[src/hdl/emrq_pkg.sv]
package emrq_pkg;

  localparam int unsigned NumStages = 6;
  localparam int unsigned CfgIdxW   = 3;
  localparam int unsigned CfgDataW  = 32;

  typedef enum logic [CfgIdxW-1:0] {
    RegOffsetA    = 3'd0,
    RegOffsetB    = 3'd1,
    RegResultOff  = 3'd2,
    RegQuantMult  = 3'd3,
    RegQuantShift = 3'd4,
    RegClampLow   = 3'd5,
    RegClampHigh  = 3'd6
  } cfg_idx_e;

  localparam logic [30:0]        QuantMultRst = 31'h4000_0000;
  localparam logic signed [15:0] ClampLowRst  = -16'sd32768;
  localparam logic signed [15:0] ClampHighRst = 16'sd32767;

  typedef struct packed {
    logic signed [15:0] elem_a;
    logic signed [15:0] elem_b;
    logic               last_in;
  } in_t;

  typedef struct packed {
    logic signed [15:0] product_q;
    logic               last_out;
  } out_t;

  typedef struct packed {
    logic signed [15:0] offset_a;
    logic signed [15:0] offset_b;
    logic signed [15:0] result_offset;
    logic [30:0]        quant_multiplier;
    logic signed [5:0]  quant_shift;
    logic signed [15:0] clamp_low;
    logic signed [15:0] clamp_high;
  } cfg_t;

  typedef struct packed {
    logic [NumStages-1:0] en;
    logic [NumStages-1:0] valid;
  } ctrl_t;

  typedef struct packed {
    logic signed [31:0] shifted;
    logic               last;
  } mid_t;

endpackage

[src/hdl/elementwise_mul_requant_s16.sv]
// channel  | direction | handshake              | payload
// ---------+-----------+------------------------+------------------------------
// in       | input     | in_valid_i / in_stall_o   | in_data_i  (elem_a, elem_b, last_in)
// out      | output    | out_valid_o / out_stall_i | out_data_o (product_q, last_out)
// cfg      | input     | cfg_valid_i / cfg_ready_o | cfg_index_i, cfg_data_i
//
// One request per cycle sustained while out_stall_i is low; six register stages
// (offset add, 17x17 multiply, left shift, 32x31 multiply, rounding shift, offset+clamp).
// rst_ni clears the stage valid bits and loads the register reset values.
// A stall at the output holds only the stages that are full; empty stages keep filling.
// cfg_ready_o is always high; a write lands on the next edge.
module elementwise_mul_requant_s16 (
  input  logic                           clk_i,
  input  logic                           rst_ni,
  input  logic                           in_valid_i,
  output logic                           in_stall_o,
  input  emrq_pkg::in_t                  in_data_i,
  output logic                           out_valid_o,
  input  logic                           out_stall_i,
  output emrq_pkg::out_t                 out_data_o,
  input  logic                           cfg_valid_i,
  output logic                           cfg_ready_o,
  input  logic [emrq_pkg::CfgIdxW-1:0]   cfg_index_i,
  input  logic [emrq_pkg::CfgDataW-1:0]  cfg_data_i
);

  emrq_pkg::cfg_t  cfg;
  emrq_pkg::ctrl_t ctrl;
  emrq_pkg::mid_t  mid;

  emrq_cfg_regs u_cfg_regs (
    .clk_i       (clk_i),
    .rst_ni      (rst_ni),
    .cfg_valid_i (cfg_valid_i),
    .cfg_ready_o (cfg_ready_o),
    .cfg_index_i (cfg_index_i),
    .cfg_data_i  (cfg_data_i),
    .cfg_o       (cfg)
  );

  emrq_pipe_ctrl u_pipe_ctrl (
    .clk_i       (clk_i),
    .rst_ni      (rst_ni),
    .in_valid_i  (in_valid_i),
    .in_stall_o  (in_stall_o),
    .out_valid_o (out_valid_o),
    .out_stall_i (out_stall_i),
    .ctrl_o      (ctrl)
  );

  emrq_mul_front u_mul_front (
    .clk_i     (clk_i),
    .ctrl_i    (ctrl),
    .cfg_i     (cfg),
    .in_data_i (in_data_i),
    .mid_o     (mid)
  );

  emrq_requant_back u_requant_back (
    .clk_i      (clk_i),
    .ctrl_i     (ctrl),
    .cfg_i      (cfg),
    .mid_i      (mid),
    .out_data_o (out_data_o)
  );

  a_free_flow : assert property (@(posedge clk_i) disable iff (!rst_ni)
    !out_stall_i |-> !in_stall_o)
    else $error("input stalled while output drains");

  a_enter : assert property (@(posedge clk_i) disable iff (!rst_ni)
    in_valid_i && !in_stall_o |=> ctrl.valid[0])
    else $error("accepted request did not enter first stage");

  a_full_hold : assert property (@(posedge clk_i) disable iff (!rst_ni)
    ($countones(ctrl.valid) == emrq_pkg::NumStages) && out_stall_i |-> in_stall_o)
    else $error("full pipeline took a request under stall");

endmodule

[src/hdl/emrq_cfg_regs.sv]
module emrq_cfg_regs (
  input  logic                           clk_i,
  input  logic                           rst_ni,
  input  logic                           cfg_valid_i,
  output logic                           cfg_ready_o,
  input  logic [emrq_pkg::CfgIdxW-1:0]   cfg_index_i,
  input  logic [emrq_pkg::CfgDataW-1:0]  cfg_data_i,
  output emrq_pkg::cfg_t                 cfg_o
);

  emrq_pkg::cfg_t cfg_q, cfg_d;

  assign cfg_ready_o = 1'b1;
  assign cfg_o       = cfg_q;

  always_comb begin
    cfg_d = cfg_q;
    if (cfg_valid_i) begin
      unique case (emrq_pkg::cfg_idx_e'(cfg_index_i))
        emrq_pkg::RegOffsetA:    cfg_d.offset_a         = cfg_data_i[15:0];
        emrq_pkg::RegOffsetB:    cfg_d.offset_b         = cfg_data_i[15:0];
        emrq_pkg::RegResultOff:  cfg_d.result_offset    = cfg_data_i[15:0];
        emrq_pkg::RegQuantMult:  cfg_d.quant_multiplier = cfg_data_i[30:0];
        emrq_pkg::RegQuantShift: cfg_d.quant_shift      = cfg_data_i[5:0];
        emrq_pkg::RegClampLow:   cfg_d.clamp_low        = cfg_data_i[15:0];
        emrq_pkg::RegClampHigh:  cfg_d.clamp_high       = cfg_data_i[15:0];
        default:                 cfg_d = cfg_q;
      endcase
    end
  end

  always_ff @(posedge clk_i or negedge rst_ni) begin
    if (!rst_ni) begin
      cfg_q.offset_a         <= '0;
      cfg_q.offset_b         <= '0;
      cfg_q.result_offset    <= '0;
      cfg_q.quant_multiplier <= emrq_pkg::QuantMultRst;
      cfg_q.quant_shift      <= '0;
      cfg_q.clamp_low        <= emrq_pkg::ClampLowRst;
      cfg_q.clamp_high       <= emrq_pkg::ClampHighRst;
    end else begin
      cfg_q <= cfg_d;
    end
  end

endmodule

[src/hdl/emrq_pipe_ctrl.sv]
module emrq_pipe_ctrl (
  input  logic            clk_i,
  input  logic            rst_ni,
  input  logic            in_valid_i,
  output logic            in_stall_o,
  output logic            out_valid_o,
  input  logic            out_stall_i,
  output emrq_pkg::ctrl_t ctrl_o
);

  localparam int unsigned N = emrq_pkg::NumStages;

  logic [N-1:0] valid_q, valid_d;
  logic [N-1:0] en;

  always_comb begin
    en[N-1] = !valid_q[N-1] || !out_stall_i;
    for (int k = N - 2; k >= 0; k--) begin
      en[k] = !valid_q[k] || en[k+1];
    end
  end

  always_comb begin
    valid_d = valid_q;
    if (en[0]) begin
      valid_d[0] = in_valid_i;
    end
    for (int k = 1; k < N; k++) begin
      if (en[k]) begin
        valid_d[k] = valid_q[k-1];
      end
    end
  end

  always_ff @(posedge clk_i or negedge rst_ni) begin
    if (!rst_ni) begin
      valid_q <= '0;
    end else begin
      valid_q <= valid_d;
    end
  end

  assign in_stall_o   = !en[0];
  assign out_valid_o  = valid_q[N-1];
  assign ctrl_o.en    = en;
  assign ctrl_o.valid = valid_q;

endmodule

[src/hdl/emrq_mul_front.sv]
module emrq_mul_front (
  input  logic            clk_i,
  input  emrq_pkg::ctrl_t ctrl_i,
  input  emrq_pkg::cfg_t  cfg_i,
  input  emrq_pkg::in_t   in_data_i,
  output emrq_pkg::mid_t  mid_o
);

  logic signed [16:0] a0_q, a0_d, b0_q, b0_d;
  logic               last0_q;
  logic signed [33:0] prod;
  logic signed [31:0] p1_q;
  logic               last1_q;
  logic [4:0]         lshift;
  logic signed [31:0] v2_q, v2_d;
  logic               last2_q;

  always_comb begin
    a0_d   = 17'($signed(in_data_i.elem_a)) + 17'($signed(cfg_i.offset_a));
    b0_d   = 17'($signed(in_data_i.elem_b)) + 17'($signed(cfg_i.offset_b));
    prod   = a0_q * b0_q;
    lshift = (cfg_i.quant_shift > 6'sd0) ? cfg_i.quant_shift[4:0] : 5'd0;
    v2_d   = p1_q << lshift;
  end

  always_ff @(posedge clk_i) begin
    if (ctrl_i.en[0]) begin
      a0_q    <= a0_d;
      b0_q    <= b0_d;
      last0_q <= in_data_i.last_in;
    end
    if (ctrl_i.en[1]) begin
      p1_q    <= prod[31:0];
      last1_q <= last0_q;
    end
    if (ctrl_i.en[2]) begin
      v2_q    <= v2_d;
      last2_q <= last1_q;
    end
  end

  assign mid_o.shifted = v2_q;
  assign mid_o.last    = last2_q;

endmodule

[src/hdl/emrq_requant_back.sv]
module emrq_requant_back (
  input  logic            clk_i,
  input  emrq_pkg::ctrl_t ctrl_i,
  input  emrq_pkg::cfg_t  cfg_i,
  input  emrq_pkg::mid_t  mid_i,
  output emrq_pkg::out_t  out_data_o
);

  logic signed [63:0] mac;
  logic signed [31:0] h3_q;
  logic               last3_q;

  logic [5:0]         rshift;
  logic signed [32:0] x33, r33;
  logic [32:0]        mask, rem, thr;
  logic signed [32:0] r4_q, r4_d;
  logic               last4_q;

  logic signed [33:0] sum, lo34, hi34, c1, c2;
  logic signed [15:0] res5_q;
  logic               last5_q;

  always_comb begin
    mac = 64'(mid_i.shifted) * $signed({1'b0, cfg_i.quant_multiplier})
        + 64'sd1073741824;

    rshift = (cfg_i.quant_shift < 6'sd0) ? 6'(-cfg_i.quant_shift) : 6'd0;
    x33    = 33'(h3_q);
    r33    = x33 >>> rshift;
    mask   = (33'd1 << rshift) - 33'd1;
    rem    = x33 & mask;
    thr    = (mask >> 1) + 33'(h3_q[31]);
    r4_d   = r33 + ((rem > thr) ? 33'sd1 : 33'sd0);

    sum  = 34'(r4_q) + 34'(cfg_i.result_offset);
    lo34 = 34'(cfg_i.clamp_low);
    hi34 = 34'(cfg_i.clamp_high);
    c1   = (sum < lo34) ? lo34 : sum;
    c2   = (c1 > hi34) ? hi34 : c1;
  end

  always_ff @(posedge clk_i) begin
    if (ctrl_i.en[3]) begin
      h3_q    <= mac[62:31];
      last3_q <= mid_i.last;
    end
    if (ctrl_i.en[4]) begin
      r4_q    <= r4_d;
      last4_q <= last3_q;
    end
    if (ctrl_i.en[5]) begin
      res5_q  <= c2[15:0];
      last5_q <= last4_q;
    end
  end

  assign out_data_o.product_q = res5_q;
  assign out_data_o.last_out  = last5_q;

endmodule
[config.mk]
export PLATFORM = sky130hd
export DESIGN_NAME = elementwise_mul_requant_s16
export DESIGN_NICKNAME = d
export VERILOG_FILES = /design/src/hdl/emrq_pkg.sv /design/src/hdl/elementwise_mul_requant_s16.sv /design/src/hdl/emrq_cfg_regs.sv /design/src/hdl/emrq_pipe_ctrl.sv /design/src/hdl/emrq_mul_front.sv /design/src/hdl/emrq_requant_back.sv
export SDC_FILE = /design/constraint.sdc
export NUM_CORES = 2
export LEC_CHECK = 0
export BUFFER_PORTS_ARGS = -buffer_cell sky130_fd_sc_hd__clkbuf_2
export CAP_MARGIN = 20
export CORE_ASPECT_RATIO = 0.5
export CORE_MARGIN = 2
export CORE_UTILIZATION = 40
export DETAILED_ROUTE_END_ITERATION = 7
export SYNTH_ARGS = -nofsm -noshare
export SYNTH_HDL_FRONTEND = slang
export SYNTH_SLANG_ARGS = --single-unit
[constraint.sdc]
create_clock -name clk_i -period 11.3 [get_ports clk_i]
set_input_delay 0 -clock clk_i [delete_from_list [all_inputs] [get_ports clk_i]]
set_output_delay 0 -clock clk_i [all_outputs]
set_load 0.02 [all_outputs]
==> summary.txt <==
Die Span X -> 580.9 µm
Hold-critical path depth -> 3
Fin Setup TNS -> 0 ns
Number of storage elements in the synthesis netlist -> 308
Crit path required time -> 11.61 ns
Sort of element at the end of the critical path -> flip-flop
Most used flip-flop cell after synthesis -> sky130_fd_sc_hd__edfxtp_1
DRC viols -> 0
Synth warn -> 0
Most repeated cell in the gate-level netlist after synthesis -> sky130_fd_sc_hd__inv_1
Post-synthesis to final-layout area growth -> 7.461%
Number of CTS-inserted buffers -> 38
Starting DRC count in detailed routing -> 3671
Insertion delay of the later-clocked pin in the worst-skew pair -> 0.59 ns
Router iterations before antenna repair -> 5
Routability cong. -> 0.9261
Unrepaired setup endpoints after global routing -> false
Antenna violations before repair -> 10
Total track usage -> 21.23%
Via count -> 47940
Fill cell count -> 16060
Max FO, Critical Path -> 18
Critical path data arrival time -> 10.01 ns
Clock root buffer -> sky130_fd_sc_hd__clkbuf_16
Remaining number of nets flagged by the antenna check after routing -> 0
Share of flip-flops with an asynchronous set or reset -> 39.94%
Port Buf Inserts -> 90
Die span in y -> 292.4 µm
Max incr delay on CP -> 1.03 ns
Cell types occupying the most area after synthesis -> sky130_fd_sc_hd__fa_1 (40%), sky130_fd_sc_hd__ha_1 (8.7%), sky130_fd_sc_hd__inv_1 (8.4%)
Count of final hold-check violations -> 0
Worst-case clock buffer depth -> 3
Headroom to the max-slew limit -> 26.18%
Critical-path top delay cell -> sky130_fd_sc_hd__edfxtp_1
Max Cap Viol -> 0
Via density per instance -> 5.159
Ranking of synthesized cells by instance count -> sky130_fd_sc_hd__inv_1 (1491), sky130_fd_sc_hd__fa_1 (1326), sky130_fd_sc_hd__nand2_1 (1044)
Share of the synthesized area in the top cell type -> 39.88%
Status -> finished, final reports clean
Cts-stage hold buffer count -> 70
Maximum level of the CTS H-tree -> 2
Most area-hungry cell type in the Yosys netlist -> sky130_fd_sc_hd__fa_1
Hpwl dp -> 140.1 mm
Largest net degree at the start of global routing -> 73
Class of the worst hold path -> in -> reg
Cell repeated most along the worst path -> sky130_fd_sc_hd__fa_1
Final Max Slew Viols -> 0
Avg Synthesized Cell Area -> 9.404 µm²
Final nets -> 8928
Top achievable clock speed -> 103.1 MHz
First-pass GRT wire length -> 284.2 mm
Finish-stage setup viols -> 0
Clock net sink count -> 308
Depth of the worst register-to-register path -> 28
Post-Synthesis Cell Area -> 0.06656 mm²
Critical Path Start Type -> flip-flop
Sequential standard cell area -> 0.008660 mm²
FP Rows -> 105
Standard cell core area -> 0.1646 mm²
Number of top-level pins -> 93
Effective utilization at floorplan -> 40.43%
Transition time at the pin with the least slew margin -> 1.107 ns
Syn_nets -> 8939
DIE AREA -> 0.1699 mm²
Count of mapped cells out of synthesis -> 7078
Number of distinct library cells after synthesis -> 85
Area of the multi-input gates -> 0.05109 mm²
Number of synthesized flops with an enable pin -> 185
Detailed-route wire length -> 174.2 mm
CTS tree -> built
Fin Clk Skew -> 0.04181 ns
Number of buffers inserted to repair setup after CTS -> 0
Fraction of layout instances using a drive strength above 1 -> 7.017%
Share of the clock period used by the worst path after layout -> 85.83%
Remaining global-route overflow -> 0
Clk pin slew, worst setup/hold paths -> 0.07 ns
Vias in the first global route -> 50280
WL/cell -> 18.74 µm
Count of instances resized after the clock tree is built -> 0
Critical path type -> reg -> reg
Final critical path time including I/O delays and setup -> 9.699 ns
Sequential cell area fraction in the yosys report -> 13.00%
[placed cells by master, fill, tap and decap left out, types with 10 or more instances in the layout]
cell type | netlist | layout
sky130_fd_sc_hd__or3_1 | 19 | 19
sky130_fd_sc_hd__mux2_2 | 161 | 161
sky130_fd_sc_hd__clkbuf_16 | 0 | 40
sky130_fd_sc_hd__o22ai_1 | 13 | 13
sky130_fd_sc_hd__dlygate4sd3_1 | 0 | 70
sky130_fd_sc_hd__clkbuf_2 | 0 | 89
sky130_fd_sc_hd__nand2b_1 | 61 | 61
sky130_fd_sc_hd__edfxtp_1 | 185 | 185
sky130_fd_sc_hd__ha_1 | 462 | 462
sky130_fd_sc_hd__a211oi_1 | 36 | 36
sky130_fd_sc_hd__nand4_1 | 39 | 39
sky130_fd_sc_hd__nand3_1 | 54 | 53
sky130_fd_sc_hd__and3_1 | 31 | 31
sky130_fd_sc_hd__fa_1 | 1326 | 1326
sky130_fd_sc_hd__nor4_1 | 15 | 15
sky130_fd_sc_hd__a31oi_1 | 13 | 13
sky130_fd_sc_hd__o211ai_1 | 19 | 19
sky130_fd_sc_hd__o21ai_0 | 143 | 143
sky130_fd_sc_hd__mux2i_1 | 103 | 103
sky130_fd_sc_hd__nor3_1 | 54 | 52
sky130_fd_sc_hd__dfstp_2 | 17 | 17
sky130_fd_sc_hd__nor2b_1 | 40 | 40
sky130_fd_sc_hd__buf_4 | 3 | 106
sky130_fd_sc_hd__xor2_1 | 59 | 59
sky130_fd_sc_hd__o21bai_1 | 14 | 14
sky130_fd_sc_hd__inv_1 | 1491 | 1490
sky130_fd_sc_hd__dfrtp_1 | 106 | 102
sky130_fd_sc_hd__nor2_1 | 161 | 161
sky130_fd_sc_hd__nand2_1 | 1044 | 1044
sky130_fd_sc_hd__o2111ai_1 | 11 | 11
sky130_fd_sc_hd__a21oi_1 | 187 | 185
sky130_fd_sc_hd__or2_2 | 10 | 10
sky130_fd_sc_hd__xnor2_1 | 135 | 135
sky130_fd_sc_hd__a21o_1 | 74 | 74
sky130_fd_sc_hd__o21a_1 | 35 | 35
sky130_fd_sc_hd__a21boi_0 | 16 | 16
sky130_fd_sc_hd__o31ai_1 | 13 | 13
sky130_fd_sc_hd__and2_1 | 466 | 465
[state kept, by name (all words and copies together), names as in the netlist]
name	count
u_cfg_regs.cfg_o	117
u_requant_back.r4_q	33
u_mul_front.p1_q	32
u_mul_front.v2_q	32
u_requant_back.h3_q	32
u_mul_front.a0_q	17
u_mul_front.b0_q	17
u_requant_back.res5_q	16
u_pipe_ctrl.valid_q	6
u_mul_front.last0_q	1
u_mul_front.last1_q	1
u_mul_front.last2_q	1
u_requant_back.last3_q	1
u_requant_back.last4_q	1
u_requant_back.last5_q	1
[logic make-up (layout without fill, tap and decap cells)]
group                      count (synthesis)  count (layout)  synth area share (%)
adders and majority gates               1788            1788                 48.57
buffers and inverters                   1815            1834                 10.30
muxes                                    273             273                 4.577
and+or+nand+nor                         2040            2040                 14.62
DFF                                      308             308                 13.00
AOI/OAI and AO/OA                        658             658                 6.350
other                                      1               3              0.005634
xor gates and xnor gates                 195             195                 2.577
[worst max-delay path: cells and delay by family (launching register included)]
family / cells / cell delay, ns
DFF: 1 / 1.03
xor gates and xnor gates: 1 / 0.12
buffers and inverters: 7 / 0.86
adders and majority gates: 9 / 4.41
AOI/OAI and AO/OA: 7 / 1.92
and+or+nand+nor: 4 / 1.06
[final timing paths]
| path | start | to | slack, ns |
|---|---|---|---|
| max | u_mul_front.v2_q[11] | u_requant_back.h3_q[27] | 1.60 |
| min | cfg_data_i[5] | u_cfg_regs.cfg_o[37] | 0.01 |
| max reg2reg | u_mul_front.v2_q[11] | u_requant_back.h3_q[27] | 1.60 |
| min reg2reg | u_mul_front.last2_q | u_requant_back.last3_q | 0.42 |
| max in group asynchronous | rst_ni | u_cfg_regs.cfg_o[37] | 9.95 |
| min in group asynchronous | rst_ni | u_cfg_regs.cfg_o[45] | 0.08 |
[layer usage]
layer	wire length (µm)	vias to the layer above	track usage [%]
met5	0	-	0
met3	11710	190	2.374
met4	3604	0	4.267
met1	79570	24610	31.15
met2	79280	1393	33.95
li1	-	21750	-
[metrics by stage]
stage	hold slack (ns)	cells	area [µm²]	util [%]	setup WS, ns
detailed placement	0.1364	9145	69390	42.15	1.731
floorplan	-0.2956	7078	66560	-	3.191
global route	0.01535	9290	71520	43.45	1.218
finish	0.009990	9292	71520	43.45	1.601
CTS	0.006621	9285	71400	43.38	1.653
global placement	0.1306	9143	69340	42.12	1.752
[area by class of cell]
type	instances	area share, %
Inverter	1491	7.825
Timing Repair Buffer	273	2.969
Multi-Input combinational cell	4955	71.42
Sequential cell	308	12.11
Antenna cell	2	0.006997
Clock inverter	23	0.3691
Tap cell	2193	3.836
Clock buffer	47	1.464
Power is left out: the tool's default activity adds up to more than one toggle a clock period on the data nets, which glitch-free logic cannot reach.
